**config.mk**
```make
export PLATFORM = sky130hd
export DESIGN_NAME = circular_double_ended_queue_core
export DESIGN_NICKNAME = d
export VERILOG_FILES = /design/src/design/cdq_pkg.sv /design/src/design/cdq_ctrl.sv /design/src/design/cdq_dpath.sv /design/src/design/circular_double_ended_queue_core.sv
export SDC_FILE = /design/constraint.sdc
export NUM_CORES = 1
export LEC_CHECK = 0
export ABC_AREA = 1
export BUFFER_PORTS_ARGS = -buffer_cell sky130_fd_sc_hd__buf_2
export CAP_MARGIN = 0
export CELL_PAD_IN_SITES_DETAIL_PLACEMENT = 1
export CELL_PAD_IN_SITES_GLOBAL_PLACEMENT = 1
export CORE_MARGIN = 2
export CORE_UTILIZATION = 49
export CTS_CLUSTER_SIZE = 24
export DETAILED_ROUTE_END_ITERATION = 6
export PLACE_DENSITY = 0.88
export SLEW_MARGIN = 20
export SYNTH_ARGS = -nofsm -noshare
export SYNTH_HDL_FRONTEND = slang
export SYNTH_SLANG_ARGS = --single-unit
```
**constraint.sdc**
```tcl
create_clock -name clk -period 5.3 [get_ports clk]
set_clock_uncertainty 0.1 [all_clocks]
set_input_delay 0.265 -clock clk [delete_from_list [all_inputs] [get_ports clk]]
set_output_delay 0.265 -clock clk [all_outputs]
set_load 0.01 [all_outputs]
```
**src/design/cdq_pkg.sv**
```systemverilog
// ----------------------------------------------------------------------------
// cdq_pkg
// Shared codes, stream widths and controller/datapath interface types for the
// circular double-ended queue.
// ----------------------------------------------------------------------------
package cdq_pkg;

	// Action codes (codes 5..7 behave as no operation)
	localparam logic [2:0] ACT_PUSH_BACK  = 3'd0;
	localparam logic [2:0] ACT_PUSH_FRONT = 3'd1;
	localparam logic [2:0] ACT_POP_FRONT  = 3'd2;
	localparam logic [2:0] ACT_POP_BACK   = 3'd3;
	localparam logic [2:0] ACT_NONE       = 3'd4;

	// Status codes
	localparam logic [1:0] STS_DONE  = 2'd0;
	localparam logic [1:0] STS_FULL  = 2'd1;
	localparam logic [1:0] STS_EMPTY = 2'd2;

	// Stream widths, padded to whole bytes
	localparam int IN_W  = 40;
	localparam int OUT_W = 72;

	// Result word bit positions
	localparam int OUT_EMPTY_BIT = 66;
	localparam int OUT_FULL_BIT  = 67;

	// Controller to datapath commands
	typedef struct packed {
		logic load;   // capture the accepted transaction
		logic exec;   // apply the action to indices, store and caches
		logic fetch;  // take the registered store read into a cache
		logic emit;   // move the result into the output register
	} cdq_cmd_t;

	// Datapath to controller status
	typedef struct packed {
		logic need_fetch; // pop left words behind; new end word must be read
		logic out_free;   // output register can take a result this cycle
	} cdq_sts_t;

endpackage

```
**src/design/cdq_ctrl.sv**
```systemverilog
// ----------------------------------------------------------------------------
// cdq_ctrl
// Sequencer for the deque: accept, execute, optional slot fetch, emit result.
// ----------------------------------------------------------------------------
module cdq_ctrl
	import cdq_pkg::*;
(
	input  logic     clk,
	input  logic     arst_n,
	input  logic     s_tvalid,
	output logic     s_tready,
	input  cdq_sts_t sts,
	output cdq_cmd_t cmd
);

	typedef enum logic [3:0] {
		ST_IDLE   = 4'b0001,
		ST_EXEC   = 4'b0010,
		ST_FETCH  = 4'b0100,
		ST_RESULT = 4'b1000
	} cdq_state_t;

	cdq_state_t state_q;
	cdq_state_t state_d;

	assign s_tready = (state_q == ST_IDLE);

	// Next state and command decode
	always_comb begin
		state_d = state_q;
		cmd     = '0;
		unique case (state_q)
			ST_IDLE: begin
				if (s_tvalid) begin
					cmd.load = 1'b1;
					state_d  = ST_EXEC;
				end
			end
			ST_EXEC: begin
				cmd.exec = 1'b1;
				state_d  = sts.need_fetch ? ST_FETCH : ST_RESULT;
			end
			ST_FETCH: begin
				cmd.fetch = 1'b1;
				state_d   = ST_RESULT;
			end
			ST_RESULT: begin
				if (sts.out_free) begin
					cmd.emit = 1'b1;
					state_d  = ST_IDLE;
				end
			end
			default: begin
				state_d = ST_IDLE;
			end
		endcase
	end

	// State register
	always_ff @(posedge clk or negedge arst_n) begin
		if (!arst_n) begin
			state_q <= ST_IDLE;
		end else begin
			state_q <= state_d;
		end
	end

endmodule

```
**src/design/cdq_dpath.sv**
```systemverilog
// ----------------------------------------------------------------------------
// cdq_dpath
// Deque datapath: head/tail indices, empty flag, slot memory, cached front
// and back words, and the output register.
// ----------------------------------------------------------------------------
module cdq_dpath
	import cdq_pkg::*;
#(
	parameter int DEPTH = 16
) (
	input  logic             clk,
	input  logic             arst_n,
	input  logic [IN_W-1:0]  s_tdata,
	output logic             m_tvalid,
	input  logic             m_tready,
	output logic [OUT_W-1:0] m_tdata,
	input  cdq_cmd_t         cmd,
	output cdq_sts_t         sts
);

	localparam int IW = (DEPTH > 1) ? $clog2(DEPTH) : 1;
	localparam logic [IW-1:0] LAST_IDX = IW'(DEPTH - 1);

	// Captured transaction
	logic [2:0]         act_q;
	logic signed [31:0] val_q;

	// Queue state
	logic [IW-1:0] head_q;
	logic [IW-1:0] tail_q;
	logic          empty_q;
	logic          fetch_front_q;

	// Cached end words
	logic signed [31:0] front_q;
	logic signed [31:0] back_q;
	logic [1:0]         status_q;

	// Slot memory
	logic [31:0]   mem [DEPTH];
	logic [31:0]   rd_q;
	logic          wr_en;
	logic [IW-1:0] wr_addr;
	logic [IW-1:0] rd_addr;

	// Output register
	logic             out_valid_q;
	logic [OUT_W-1:0] out_q;

	// Index stepping helpers
	logic [IW-1:0] head_nxt, head_prv, tail_nxt, tail_prv;
	logic          full;
	logic          is_push, is_pop;

	assign head_nxt = (head_q == LAST_IDX) ? '0 : head_q + 1'b1;
	assign head_prv = (head_q == '0) ? LAST_IDX : head_q - 1'b1;
	assign tail_nxt = (tail_q == LAST_IDX) ? '0 : tail_q + 1'b1;
	assign tail_prv = (tail_q == '0) ? LAST_IDX : tail_q - 1'b1;
	assign full     = !empty_q && (tail_nxt == head_q);

	assign is_push = (act_q == ACT_PUSH_BACK) || (act_q == ACT_PUSH_FRONT);
	assign is_pop  = (act_q == ACT_POP_FRONT) || (act_q == ACT_POP_BACK);

	// Memory port control for the execute step, status back to the controller
	always_comb begin
		wr_en          = 1'b0;
		wr_addr        = '0;
		rd_addr        = head_nxt;
		sts.need_fetch = 1'b0;
		sts.out_free   = !out_valid_q || m_tready;
		if (cmd.exec) begin
			if (is_push && !full) begin
				wr_en = 1'b1;
				if (empty_q) begin
					wr_addr = '0;
				end else if (act_q == ACT_PUSH_BACK) begin
					wr_addr = tail_nxt;
				end else begin
					wr_addr = head_prv;
				end
			end
			if (is_pop && !empty_q && (head_q != tail_q)) begin
				sts.need_fetch = 1'b1;
				rd_addr        = (act_q == ACT_POP_FRONT) ? head_nxt : tail_prv;
			end
		end
	end

	// Slot memory, registered read
	always_ff @(posedge clk) begin
		if (wr_en) begin
			mem[wr_addr] <= val_q;
		end
		rd_q <= mem[rd_addr];
	end

	// Control state: indices, empty flag, fetch target, output valid
	always_ff @(posedge clk or negedge arst_n) begin
		if (!arst_n) begin
			head_q        <= '0;
			tail_q        <= '0;
			empty_q       <= 1'b1;
			fetch_front_q <= 1'b0;
			out_valid_q   <= 1'b0;
		end else begin
			if (cmd.exec) begin
				if (is_push && !full) begin
					if (empty_q) begin
						head_q  <= '0;
						tail_q  <= '0;
						empty_q <= 1'b0;
					end else if (act_q == ACT_PUSH_BACK) begin
						tail_q <= tail_nxt;
					end else begin
						head_q <= head_prv;
					end
				end else if (is_pop && !empty_q) begin
					if (head_q == tail_q) begin
						empty_q <= 1'b1;
					end else if (act_q == ACT_POP_FRONT) begin
						head_q        <= head_nxt;
						fetch_front_q <= 1'b1;
					end else begin
						tail_q        <= tail_prv;
						fetch_front_q <= 1'b0;
					end
				end
			end
			if (cmd.emit) begin
				out_valid_q <= 1'b1;
			end else if (m_tready) begin
				out_valid_q <= 1'b0;
			end
		end
	end

	// Payload: captured transaction, caches, status, result word
	always_ff @(posedge clk) begin
		if (cmd.load) begin
			act_q <= s_tdata[2:0];
			val_q <= s_tdata[34:3];
		end
		if (cmd.exec) begin
			status_q <= STS_DONE;
			if (is_push) begin
				if (full) begin
					status_q <= STS_FULL;
				end else if (empty_q) begin
					front_q <= val_q;
					back_q  <= val_q;
				end else if (act_q == ACT_PUSH_BACK) begin
					back_q <= val_q;
				end else begin
					front_q <= val_q;
				end
			end else if (is_pop && empty_q) begin
				status_q <= STS_EMPTY;
			end
		end
		if (cmd.fetch) begin
			if (fetch_front_q) begin
				front_q <= rd_q;
			end else begin
				back_q <= rd_q;
			end
		end
		if (cmd.emit) begin
			out_q <= {4'b0000, full, empty_q,
				empty_q ? 32'hFFFF_FFFF : back_q,
				empty_q ? 32'hFFFF_FFFF : front_q,
				status_q};
		end
	end

	assign m_tvalid = out_valid_q;
	assign m_tdata  = out_q;

endmodule

```
**src/design/circular_double_ended_queue_core.sv**
```systemverilog
// ----------------------------------------------------------------------------
// circular_double_ended_queue_core
// Double-ended queue of 32-bit signed words in a circular slot memory.
// ----------------------------------------------------------------------------
// Each input transaction carries one action (push back, push front, pop front,
// pop back, none) and yields exactly one result transaction with a status
// code, the front and back words after the action (-1 when empty) and the
// empty and full flags. Each transaction passes the execute state and, for a
// pop that leaves words behind, a fetch state, where the registered read of
// the slot memory brings in the new end word; the result state then moves
// its result into the output register. The front and back words are cached
// in registers, so pushes need no read. A new transaction is accepted as soon
// as the previous result sits in the output register; it holds its result
// until that register is free. The slot memory needs no clearing after reset.
// ----------------------------------------------------------------------------
module circular_double_ended_queue_core
	import cdq_pkg::*;
#(
	parameter int DEPTH = 16
) (
	input  logic             clk,
	input  logic             arst_n,
	input  logic             s_tvalid,
	output logic             s_tready,
	// [2:0] action, [34:3] value, [39:35] zero
	input  logic [IN_W-1:0]  s_tdata,
	output logic             m_tvalid,
	input  logic             m_tready,
	// [1:0] status, [33:2] front_value, [65:34] back_value,
	// [66] is_empty, [67] is_full, [71:68] zero
	output logic [OUT_W-1:0] m_tdata
);

	cdq_cmd_t cmd;
	cdq_sts_t sts;

	cdq_ctrl u_ctrl (
		.clk      (clk),
		.arst_n   (arst_n),
		.s_tvalid (s_tvalid),
		.s_tready (s_tready),
		.sts      (sts),
		.cmd      (cmd)
	);

	cdq_dpath #(
		.DEPTH (DEPTH)
	) u_dpath (
		.clk      (clk),
		.arst_n   (arst_n),
		.s_tdata  (s_tdata),
		.m_tvalid (m_tvalid),
		.m_tready (m_tready),
		.m_tdata  (m_tdata),
		.cmd      (cmd),
		.sts      (sts)
	);

	// One transaction in flight: accept drops ready for the next cycle
	assert property (@(posedge clk) disable iff (!arst_n)
		s_tvalid && s_tready |=> !s_tready)
		else $error("input accepted while a transaction is in flight");

	// Empty queue reports -1 at both ends
	assert property (@(posedge clk) disable iff (!arst_n)
		m_tvalid && m_tdata[OUT_EMPTY_BIT] |->
		(m_tdata[33:2] == 32'hFFFF_FFFF) && (m_tdata[65:34] == 32'hFFFF_FFFF))
		else $error("empty result with end words not -1");

	// Empty and full never together
	assert property (@(posedge clk) disable iff (!arst_n)
		m_tvalid |-> !(m_tdata[OUT_EMPTY_BIT] && m_tdata[OUT_FULL_BIT]))
		else $error("result both empty and full");

	// Rejected push leaves the queue full; rejected pop leaves it empty
	assert property (@(posedge clk) disable iff (!arst_n)
		m_tvalid && (m_tdata[1:0] == STS_FULL) |-> m_tdata[OUT_FULL_BIT])
		else $error("push rejected but queue not full");

	assert property (@(posedge clk) disable iff (!arst_n)
		m_tvalid && (m_tdata[1:0] == STS_EMPTY) |-> m_tdata[OUT_EMPTY_BIT])
		else $error("pop rejected but queue not empty");

endmodule

```
==> results of run 1 <==
## state kept, by name, indices dropped and copies added (netlist names)
register               cells
u_dpath.head_q             4
u_dpath.act_q              3
u_dpath.m_tvalid           1
u_dpath.rd_q              32
u_dpath.front_q           32
u_dpath.status_q           2
u_dpath.m_tdata           68
u_dpath.tail_q             4
u_ctrl.state_q             4
u_dpath.empty_q            1
u_dpath.val_q             32
u_dpath.mem              512
u_dpath.fetch_front_q      1
u_dpath.back_q            32
## power breakdown
| part | internal, uW | switching (uW) |
|---|---|---|
| combinational | 1800 | 4780 |
| sequential | 7170 | 776 |
| clock | 3290 | 2340 |
## what timing repair did
item,in CTS,in global routing
gates resized for setup,0,0
hold buffers,40,0
endpoints found under the setup margin,0,0
hold endpoints to repair,54,0
## cell usage in the layout (no fill, tap or decap), types with 3 or more instances in the layout
cell type,count
sky130_fd_sc_hd__a21oi_1,3
sky130_fd_sc_hd__inv_2,7
sky130_fd_sc_hd__conb_1,4
sky130_fd_sc_hd__bufinv_16,8
sky130_fd_sc_hd__or2_2,32
sky130_fd_sc_hd__inv_1,334
sky130_fd_sc_hd__o21ai_4,3
sky130_fd_sc_hd__o21a_1,4
sky130_fd_sc_hd__buf_2,108
sky130_fd_sc_hd__clkbuf_8,11
sky130_fd_sc_hd__o22ai_1,4
sky130_fd_sc_hd__o21ai_0,81
sky130_fd_sc_hd__clkbuf_16,79
sky130_fd_sc_hd__dlygate4sd3_1,40
sky130_fd_sc_hd__dfxtp_1,96
sky130_fd_sc_hd__o21ai_1,17
sky130_fd_sc_hd__nor2_2,5
sky130_fd_sc_hd__nor2_1,33
sky130_fd_sc_hd__nand2_1,814
sky130_fd_sc_hd__inv_6,4
sky130_fd_sc_hd__o21bai_1,7
sky130_fd_sc_hd__nand2_2,5
sky130_fd_sc_hd__clkinv_1,10
sky130_fd_sc_hd__buf_4,29
sky130_fd_sc_hd__buf_12,14
sky130_fd_sc_hd__nand3_1,598
sky130_fd_sc_hd__clkinv_2,13
sky130_fd_sc_hd__clkbuf_1,14
sky130_fd_sc_hd__edfxtp_1,617
sky130_fd_sc_hd__nor2_4,17
sky130_fd_sc_hd__nand4_1,5
sky130_fd_sc_hd__dfrtp_1,13
sky130_fd_sc_hd__nand3b_1,73
sky130_fd_sc_hd__ha_1,4
## kinds of logic (layout without fill, tap and decap cells)
kind of cell	after synthesis	count (layout)	synth area share
AND/OR/NAND/NOR	1591	1591	0.231
flip-flops	728	728	0.675
buffers and inverters	522	674	0.0707
AO/OA/AOI/OAI	120	120	0.0207
adder cells (fa/ha/maj)	4	4	0.00162
XOR/XNOR	3	3	0.000852
other	1	4	0.000122
## cell type report
type                            instances  area (um2)
Tap cell                              837        1050
Multi-Input combinational cell       1722        8080
Timing Repair Buffer                  191        1440
Sequential cell                       728       20800
Fill cell                            6608       26700
Inverter                              342        1280
Clock buffer                          104        2180
Clock inverter                         37         409
## cell usage after synthesis
library cell	count	area, um2
sky130_fd_sc_hd__nand3_1	598	2990
sky130_fd_sc_hd__conb_1	1	3.75
sky130_fd_sc_hd__xnor2_1	2	17.5
sky130_fd_sc_hd__nand3_2	2	20.0
sky130_fd_sc_hd__buf_4	24	180
sky130_fd_sc_hd__buf_1	10	37.5
sky130_fd_sc_hd__nand2_1	817	3070
sky130_fd_sc_hd__dfstp_2	2	52.6
sky130_fd_sc_hd__a21oi_1	3	15.0
sky130_fd_sc_hd__o21ai_1	20	100
sky130_fd_sc_hd__a32o_1	1	10.0
sky130_fd_sc_hd__o22ai_1	4	25.0
sky130_fd_sc_hd__inv_2	8	30.0
sky130_fd_sc_hd__nand4_1	5	31.3
sky130_fd_sc_hd__nand2_2	5	31.3
sky130_fd_sc_hd__o21a_1	4	30.0
sky130_fd_sc_hd__dfxtp_1	96	1920
sky130_fd_sc_hd__ha_1	4	50.1
sky130_fd_sc_hd__o21bai_1	7	52.6
sky130_fd_sc_hd__nand3b_1	73	548
sky130_fd_sc_hd__o21ai_0	81	405
sky130_fd_sc_hd__edfxtp_1	617	18500
sky130_fd_sc_hd__or2_2	32	200
sky130_fd_sc_hd__nor2_2	4	25.0
sky130_fd_sc_hd__dfrtp_1	13	325
sky130_fd_sc_hd__nor2_1	51	191
sky130_fd_sc_hd__buf_2	105	526
sky130_fd_sc_hd__nand2_4	1	11.3
sky130_fd_sc_hd__clkbuf_1	41	154
sky130_fd_sc_hd__xor2_1	1	8.76
sky130_fd_sc_hd__nor3_1	3	15.0
sky130_fd_sc_hd__inv_1	334	1250
## worst max path at each step
stage                            startpoint  cells after the start                 to
after floorplan           u_dpath.tail_q[0]                     10  u_dpath.mem[0][0]
after global placement      u_dpath.empty_q                     12   u_dpath.rd_q[27]
after detailed placement    u_dpath.empty_q                     12   u_dpath.rd_q[27]
after CTS                   u_dpath.empty_q                     13   u_dpath.rd_q[23]
after global routing        u_dpath.empty_q                     13   u_dpath.rd_q[23]
final                       u_dpath.empty_q                     13   u_dpath.rd_q[23]
## metal layers
metal,share of wire,up-vias,global-route usage
met2,0.49,1417,0.525
met5,0.00011,-,0
met1,0.36,11800,0.382
met3,0.095,390,0.0599
li1,-,10100,-
met4,0.057,2,0.194
## stage by stage
stage	cell area (um2)	hold slack [ps]	util	setup slack [ps]	power (uW)
after global routing	35300	243	0.569	750	20900
after floorplan	30900	-131	-	854	11900
after global placement	32300	110	0.521	1320	13600
final	35300	233	0.569	959	20200
after CTS	35300	208	0.569	1020	20000
after detailed placement	32300	123	0.521	1120	14100
==> impl_metrics.prom, run 1 <==
# TYPE chip_impl_metric gauge
chip_impl_metric{name="die-area",unit="um2"} 65000
chip_impl_metric{name="grt_overflow",unit=""} 0
chip_impl_metric{name="place_hpwl",unit="mm"} 56.1
chip_impl_metric{name="critPathMaxStageDelay",unit="ps"} 950
chip_impl_info{name="hold_end",value="u_dpath.val_q[27]"} 1
chip_impl_metric{name="post-cts-setup-buffers",unit=""} 0
chip_impl_metric{name="route.detailed.wl_per_inst",unit="um"} 25.8
chip_impl_metric{name="initial_antenna_violation_count",unit=""} 2
chip_impl_metric{name="first_pass_iters",unit=""} 6
chip_impl_metric{name="p_per_area",unit="nW/um2"} 571
chip_impl_info{name="cpMostUsedCell",value="sky130_fd_sc_hd__nand2_1"} 1
chip_impl_metric{name="share_of_the_clock_period_used_by_the_worst_path_after_layout",unit=""} 0.819
chip_impl_info{name="worst_path_dominant_cell_family",value="simple AND/OR/NAND/NOR gates"} 1
chip_impl_metric{name="hold_viol",unit=""} 0
chip_impl_metric{name="cp_num_buf_inv",unit=""} 1
chip_impl_info{name="hp-class",value="primary input to register"} 1
chip_impl_metric{name="clk-insertion-delay-late",unit="ps"} 640
chip_impl_metric{name="cts.htree.levels",unit=""} 3
chip_impl_metric{name="largest_net_degree_at_the_start_of_global_routing",unit=""} 161
chip_impl_metric{name="drt_wl_total",unit="mm"} 102
chip_impl_metric{name="vias_per_cell",unit=""} 5.99
chip_impl_info{name="timing.setup.critical_path_class",value="register to register"} 1
chip_impl_metric{name="synth_area_per_cell",unit="um2"} 10.4
chip_impl_metric{name="synth_warnings",unit=""} 0
chip_impl_metric{name="min_path_cells",unit=""} 2
chip_impl_metric{name="route.detailed.drc",unit=""} 0
chip_impl_metric{name="route.vias.total",unit=""} 23700
chip_impl_info{name="min_from",value="s_tdata[30]"} 1
chip_impl_info{name="status",value="completed"} 1
chip_impl_metric{name="placementRows",unit=""} 91
chip_impl_metric{name="global_route.usage.total",unit=""} 0.316
chip_impl_metric{name="crit_fanout",unit=""} 113
chip_impl_metric{name="detail_route.iter0.violations",unit=""} 2486
chip_impl_metric{name="post_route_cells_drive_above_1_share",unit=""} 0.111
chip_impl_info{name="reg2reg_to",value="u_dpath.rd_q[23]"} 1
chip_impl_metric{name="grt_pass1_vias",unit=""} 25600
chip_impl_metric{name="cap_violations",unit=""} 0
chip_impl_metric{name="ir_drop",unit="V"} 0.000344
chip_impl_metric{name="start_util",unit=""} 0.498
chip_impl_info{name="crit_path_top_delay_cell",value="sky130_fd_sc_hd__dfstp_2"} 1
chip_impl_metric{name="die-width",unit="um"} 255
chip_impl_info{name="rsz0062_at_grt",value="no"} 1
chip_impl_metric{name="finalSetupViolCount",unit=""} 0
chip_impl_metric{name="clk_transition_reported_paths",unit="ps"} 60
chip_impl_metric{name="timing.slew.headroom",unit=""} 0.250
chip_impl_metric{name="flow.area_growth_from_synthesis",unit="%"} 14.3
chip_impl_metric{name="yosys_register_bits",unit=""} 728
chip_impl_info{name="crit_path_start_kind",value="register"} 1
chip_impl_metric{name="grt_first_pass_wirelength",unit="mm"} 153
chip_impl_metric{name="post-route-min-period",unit="ps"} 4340
chip_impl_metric{name="ys_seq_area_frac",unit=""} 0.675
chip_impl_metric{name="core-area",unit="um2"} 61900
chip_impl_metric{name="clock_sink_count",unit=""} 728
chip_impl_metric{name="chipHeight",unit="um"} 255
chip_impl_metric{name="finalNonFillerCells",unit=""} 3961
chip_impl_metric{name="post-place-cells",unit=""} 3780
chip_impl_metric{name="io_pins",unit=""} 118
chip_impl_metric{name="number_of_distinct_library_cells_after_synthesis",unit=""} 32
chip_impl_metric{name="antenna-diode-count",unit=""} 0
chip_impl_metric{name="static-leakage-power",unit="uW"} 0.0147
chip_impl_info{name="crit_path_cell_trace",value="nor2_2 -> nand2_1 -> nor2_2 -> nand2_4 -> nand2_8 -> nand2_8 -> buf_4 -> nand2_1 -> nand2_1 -> nand2_1 -> nand3_1 -> nand3_1 -> nand2_1"} 1
chip_impl_metric{name="worst_pin_slew",unit="ps"} 1130
chip_impl_info{name="r2r-start",value="u_dpath.empty_q"} 1
chip_impl_metric{name="clock_path_buffers",unit=""} 3
chip_impl_info{name="timing.critical_path.to_type",value="register"} 1
chip_impl_metric{name="synth_cells",unit=""} 2969
chip_impl_metric{name="required",unit="ps"} 5780
chip_impl_metric{name="fmax",unit="GHz"} 0.230
chip_impl_metric{name="arrival",unit="ps"} 4820
chip_impl_info{name="tritoncts_clock_tree",value="yes"} 1
chip_impl_metric{name="rr_worst_depth",unit=""} 13
chip_impl_metric{name="final_setup_tns",unit="ps"} 0
chip_impl_metric{name="place.port_buffers",unit=""} 108
chip_impl_metric{name="fin_nets",unit=""} 3109
chip_impl_metric{name="slew_violations",unit=""} 0
chip_impl_info{name="clock-root-buffer",value="sky130_fd_sc_hd__clkbuf_16"} 1
chip_impl_metric{name="tritoncts.num_buffers",unit=""} 76
chip_impl_metric{name="minimum_setup_slack_among_reg_to_reg_paths",unit="ps"} 960
chip_impl_metric{name="finalWeightedCongestion",unit=""} 0.842
chip_impl_metric{name="postRouteAntennaNets",unit=""} 0
chip_impl_metric{name="post_synthesis_cell_area",unit="um2"} 30900
No activity file was read; power rests on OpenSTA's default activity.
==> inputs of run 2 (changes only) <==
Clock period 5.3 ns to 4 ns, I/O delays scaled along.
==> impl_metrics.prom, run 2 (synthesis results as in run 1) <==
# TYPE chip_impl_metric gauge
chip_impl_info{name="status",value="completed"} 1
chip_impl_metric{name="p_per_area",unit="nW/um2"} 750
chip_impl_metric{name="fin_nets",unit=""} 3127
chip_impl_metric{name="die-area",unit="um2"} 65000
chip_impl_metric{name="grt_first_pass_wirelength",unit="mm"} 153
chip_impl_metric{name="core-area",unit="um2"} 61900
chip_impl_metric{name="clk-insertion-delay-late",unit="ps"} 630
chip_impl_metric{name="final_core_utilization",unit=""} 0.571
chip_impl_metric{name="detail_route.iter0.violations",unit=""} 2627
chip_impl_info{name="crit_path_start_kind",value="register"} 1
chip_impl_metric{name="final_setup_tns",unit="ps"} 0
chip_impl_metric{name="max_reg_flops",unit=""} 512
chip_impl_metric{name="clk_transition_reported_paths",unit="ps"} 60
chip_impl_metric{name="start_util",unit=""} 0.498
chip_impl_metric{name="io_pins",unit=""} 118
chip_impl_info{name="hp-class",value="primary input to async pin"} 1
chip_impl_metric{name="arrival",unit="ps"} 3950
chip_impl_metric{name="post-cts-setup-buffers",unit=""} 0
chip_impl_metric{name="route.detailed.wl_per_inst",unit="um"} 25.8
chip_impl_metric{name="grt_pass1_vias",unit=""} 25400
chip_impl_metric{name="post_route_cells_drive_above_1_share",unit=""} 0.116
chip_impl_metric{name="cts.htree.levels",unit=""} 3
chip_impl_info{name="clock-root-buffer",value="sky130_fd_sc_hd__clkbuf_16"} 1
chip_impl_metric{name="global_route.usage.total",unit=""} 0.317
chip_impl_metric{name="cap_violations",unit=""} 0
chip_impl_metric{name="clock_sink_count",unit=""} 728
chip_impl_metric{name="ir_drop",unit="V"} 0.000461
chip_impl_metric{name="timing.slew.headroom",unit=""} 0.307
chip_impl_metric{name="reg_power_frac",unit=""} 0.394
chip_impl_info{name="tritoncts_clock_tree",value="yes"} 1
chip_impl_info{name="final_cell_mix",value="sky130_fd_sc_hd__nand2_1 (815), sky130_fd_sc_hd__edfxtp_1 (617), sky130_fd_sc_hd__nand3_1 (598)"} 1
chip_impl_metric{name="finalPower",unit="uW"} 26500
chip_impl_metric{name="place.port_buffers",unit=""} 108
chip_impl_metric{name="worst_pin_slew",unit="ps"} 1040
chip_impl_metric{name="die-width",unit="um"} 255
chip_impl_metric{name="first_pass_iters",unit=""} 5
chip_impl_metric{name="placementRows",unit=""} 91
chip_impl_metric{name="chipHeight",unit="um"} 255
chip_impl_metric{name="post-route-min-period",unit="ps"} 3560
chip_impl_metric{name="slew_violations",unit=""} 0
chip_impl_metric{name="grt_overflow",unit=""} 0
chip_impl_info{name="max_flop_register",value="u_dpath.mem"} 1
chip_impl_metric{name="drt_wl_total",unit="mm"} 103
chip_impl_metric{name="crit_fanout",unit=""} 68
chip_impl_metric{name="finalSetupViolCount",unit=""} 0
chip_impl_metric{name="cts-resized-gates",unit=""} 0
chip_impl_metric{name="largest_net_degree_at_the_start_of_global_routing",unit=""} 170
chip_impl_metric{name="initial_antenna_violation_count",unit=""} 2
chip_impl_metric{name="filler_cell_count",unit=""} 6607
chip_impl_metric{name="static-leakage-power",unit="uW"} 0.0147
chip_impl_metric{name="internal_power",unit="uW"} 16100
chip_impl_metric{name="finalWeightedCongestion",unit=""} 0.862
chip_impl_metric{name="postRouteAntennaNets",unit=""} 0
chip_impl_metric{name="share_of_the_clock_period_used_by_the_worst_path_after_layout",unit=""} 0.889
chip_impl_info{name="rsz0062_at_grt",value="no"} 1
chip_impl_metric{name="hold_viol",unit=""} 0
chip_impl_metric{name="fmax",unit="GHz"} 0.281
chip_impl_metric{name="clock_power_share",unit=""} 0.270
chip_impl_info{name="timing.setup.critical_path_class",value="register to register"} 1
chip_impl_metric{name="place_hpwl",unit="mm"} 56.2
chip_impl_metric{name="clock_path_buffers",unit=""} 3
chip_impl_metric{name="vias_per_cell",unit=""} 5.97
chip_impl_info{name="timing.critical_path.to_type",value="register"} 1
chip_impl_info{name="commonest_non_fill_non_tap_cell_in_the_layout",value="sky130_fd_sc_hd__nand2_1"} 1
chip_impl_metric{name="required",unit="ps"} 4400
chip_impl_metric{name="flow.area_growth_from_synthesis",unit="%"} 14.6
chip_impl_metric{name="share_of_power_burned_in_combinational_logic",unit=""} 0.336
chip_impl_metric{name="antenna-diode-count",unit=""} 0
chip_impl_metric{name="total_switching_power",unit="uW"} 10400
chip_impl_metric{name="route.vias.total",unit=""} 23700
chip_impl_metric{name="route.detailed.drc",unit=""} 0
chip_impl_metric{name="tritoncts.num_buffers",unit=""} 75
chip_impl_metric{name="power.switching_fraction",unit=""} 0.392
-- run 2: worst max-delay path, stage by stage, from the launching register on --
cell                       delay (ps)
sky130_fd_sc_hd__edfxtp_1         390
sky130_fd_sc_hd__inv_1             70
sky130_fd_sc_hd__nand2_1          120
sky130_fd_sc_hd__nor2_2           220
sky130_fd_sc_hd__nand2_1          130
sky130_fd_sc_hd__nor2_2           220
sky130_fd_sc_hd__nand2_4          170
sky130_fd_sc_hd__nand2_8          360
sky130_fd_sc_hd__nand2_8          420
sky130_fd_sc_hd__buf_12           370
sky130_fd_sc_hd__nand2_1          110
sky130_fd_sc_hd__nand2_1           70
sky130_fd_sc_hd__nand2_1          150
sky130_fd_sc_hd__nand3_1          140
sky130_fd_sc_hd__nand3_1          170
sky130_fd_sc_hd__nand2_1          120
-- run 2: worst paths after layout --
path	to	depth (start not counted)	startpoint	slack [ps]
setup reg to reg	u_dpath.rd_q[14]	15	u_dpath.act_q[2]	440
min in group clk	u_dpath.val_q[28]	2	s_tdata[31]	180
hold reg to reg	u_dpath.m_tdata[0]	0	u_dpath.status_q[0]	330
hold / removal	u_dpath.empty_q	2	arst_n	70
setup / recovery	u_dpath.rd_q[14]	15	u_dpath.act_q[2]	440
max in group asynchronous	u_dpath.tail_q[1]	3	arst_n	2570
-- run 2: cell type report --
class / count / area, um2 / share of cell area
Multi-Input combinational cell: 1722 / 8080 / 0.229
Inverter: 342 / 1280 / 0.0363
Tap cell: 837 / 1050 / 0.0296
Sequential cell: 728 / 20800 / 0.589
Clock inverter: 33 / 300 / 0.00849
Clock buffer: 103 / 2140 / 0.0607
Timing Repair Buffer: 210 / 1660 / 0.0471
-- run 2: timing repair --
| item | CTS | global route |
|---|---|---|
| endpoints found under the hold margin | 54 | 0 |
| hold buffers | 40 | 0 |
| setup endpoints to repair | 0 | 0 |
-- run 2: through the flow --
step | std cells | setup WS, ps | hold slack [ps] | instance area, um2
final | 3975 | 444 | 68.2 | 35400
after global routing | 3975 | 303 | 57.7 | 35400
after CTS | 3974 | 578 | 16.7 | 35300
after detailed placement | 3798 | 626 | 45.8 | 32500
after global placement | 3798 | 743 | 38.7 | 32500
after floorplan | 2972 | 421 | -196 | 30900
-- run 2: power groups by stage --
| stage | clock network, uW | logic (uW) | registers [uW] |
|---|---|---|---|
| finish | 7160 | 8910 | 10400 |
| floorplan | 0 | 5630 | 10100 |
| global placement | 0 | 7690 | 10400 |
| detailed placement | 0 | 8340 | 10500 |
| CTS | 7130 | 8690 | 10400 |
| global route | 7460 | 9620 | 10500 |
-- run 2: routing by layer --
metal	GRT usage	up-vias	wire length, um
met3	0.0599	375	9370
met1	0.385	11800	37300
met4	0.185	2	5650
met2	0.529	1418	50300
met5	0	-	19
li1	-	10100	-
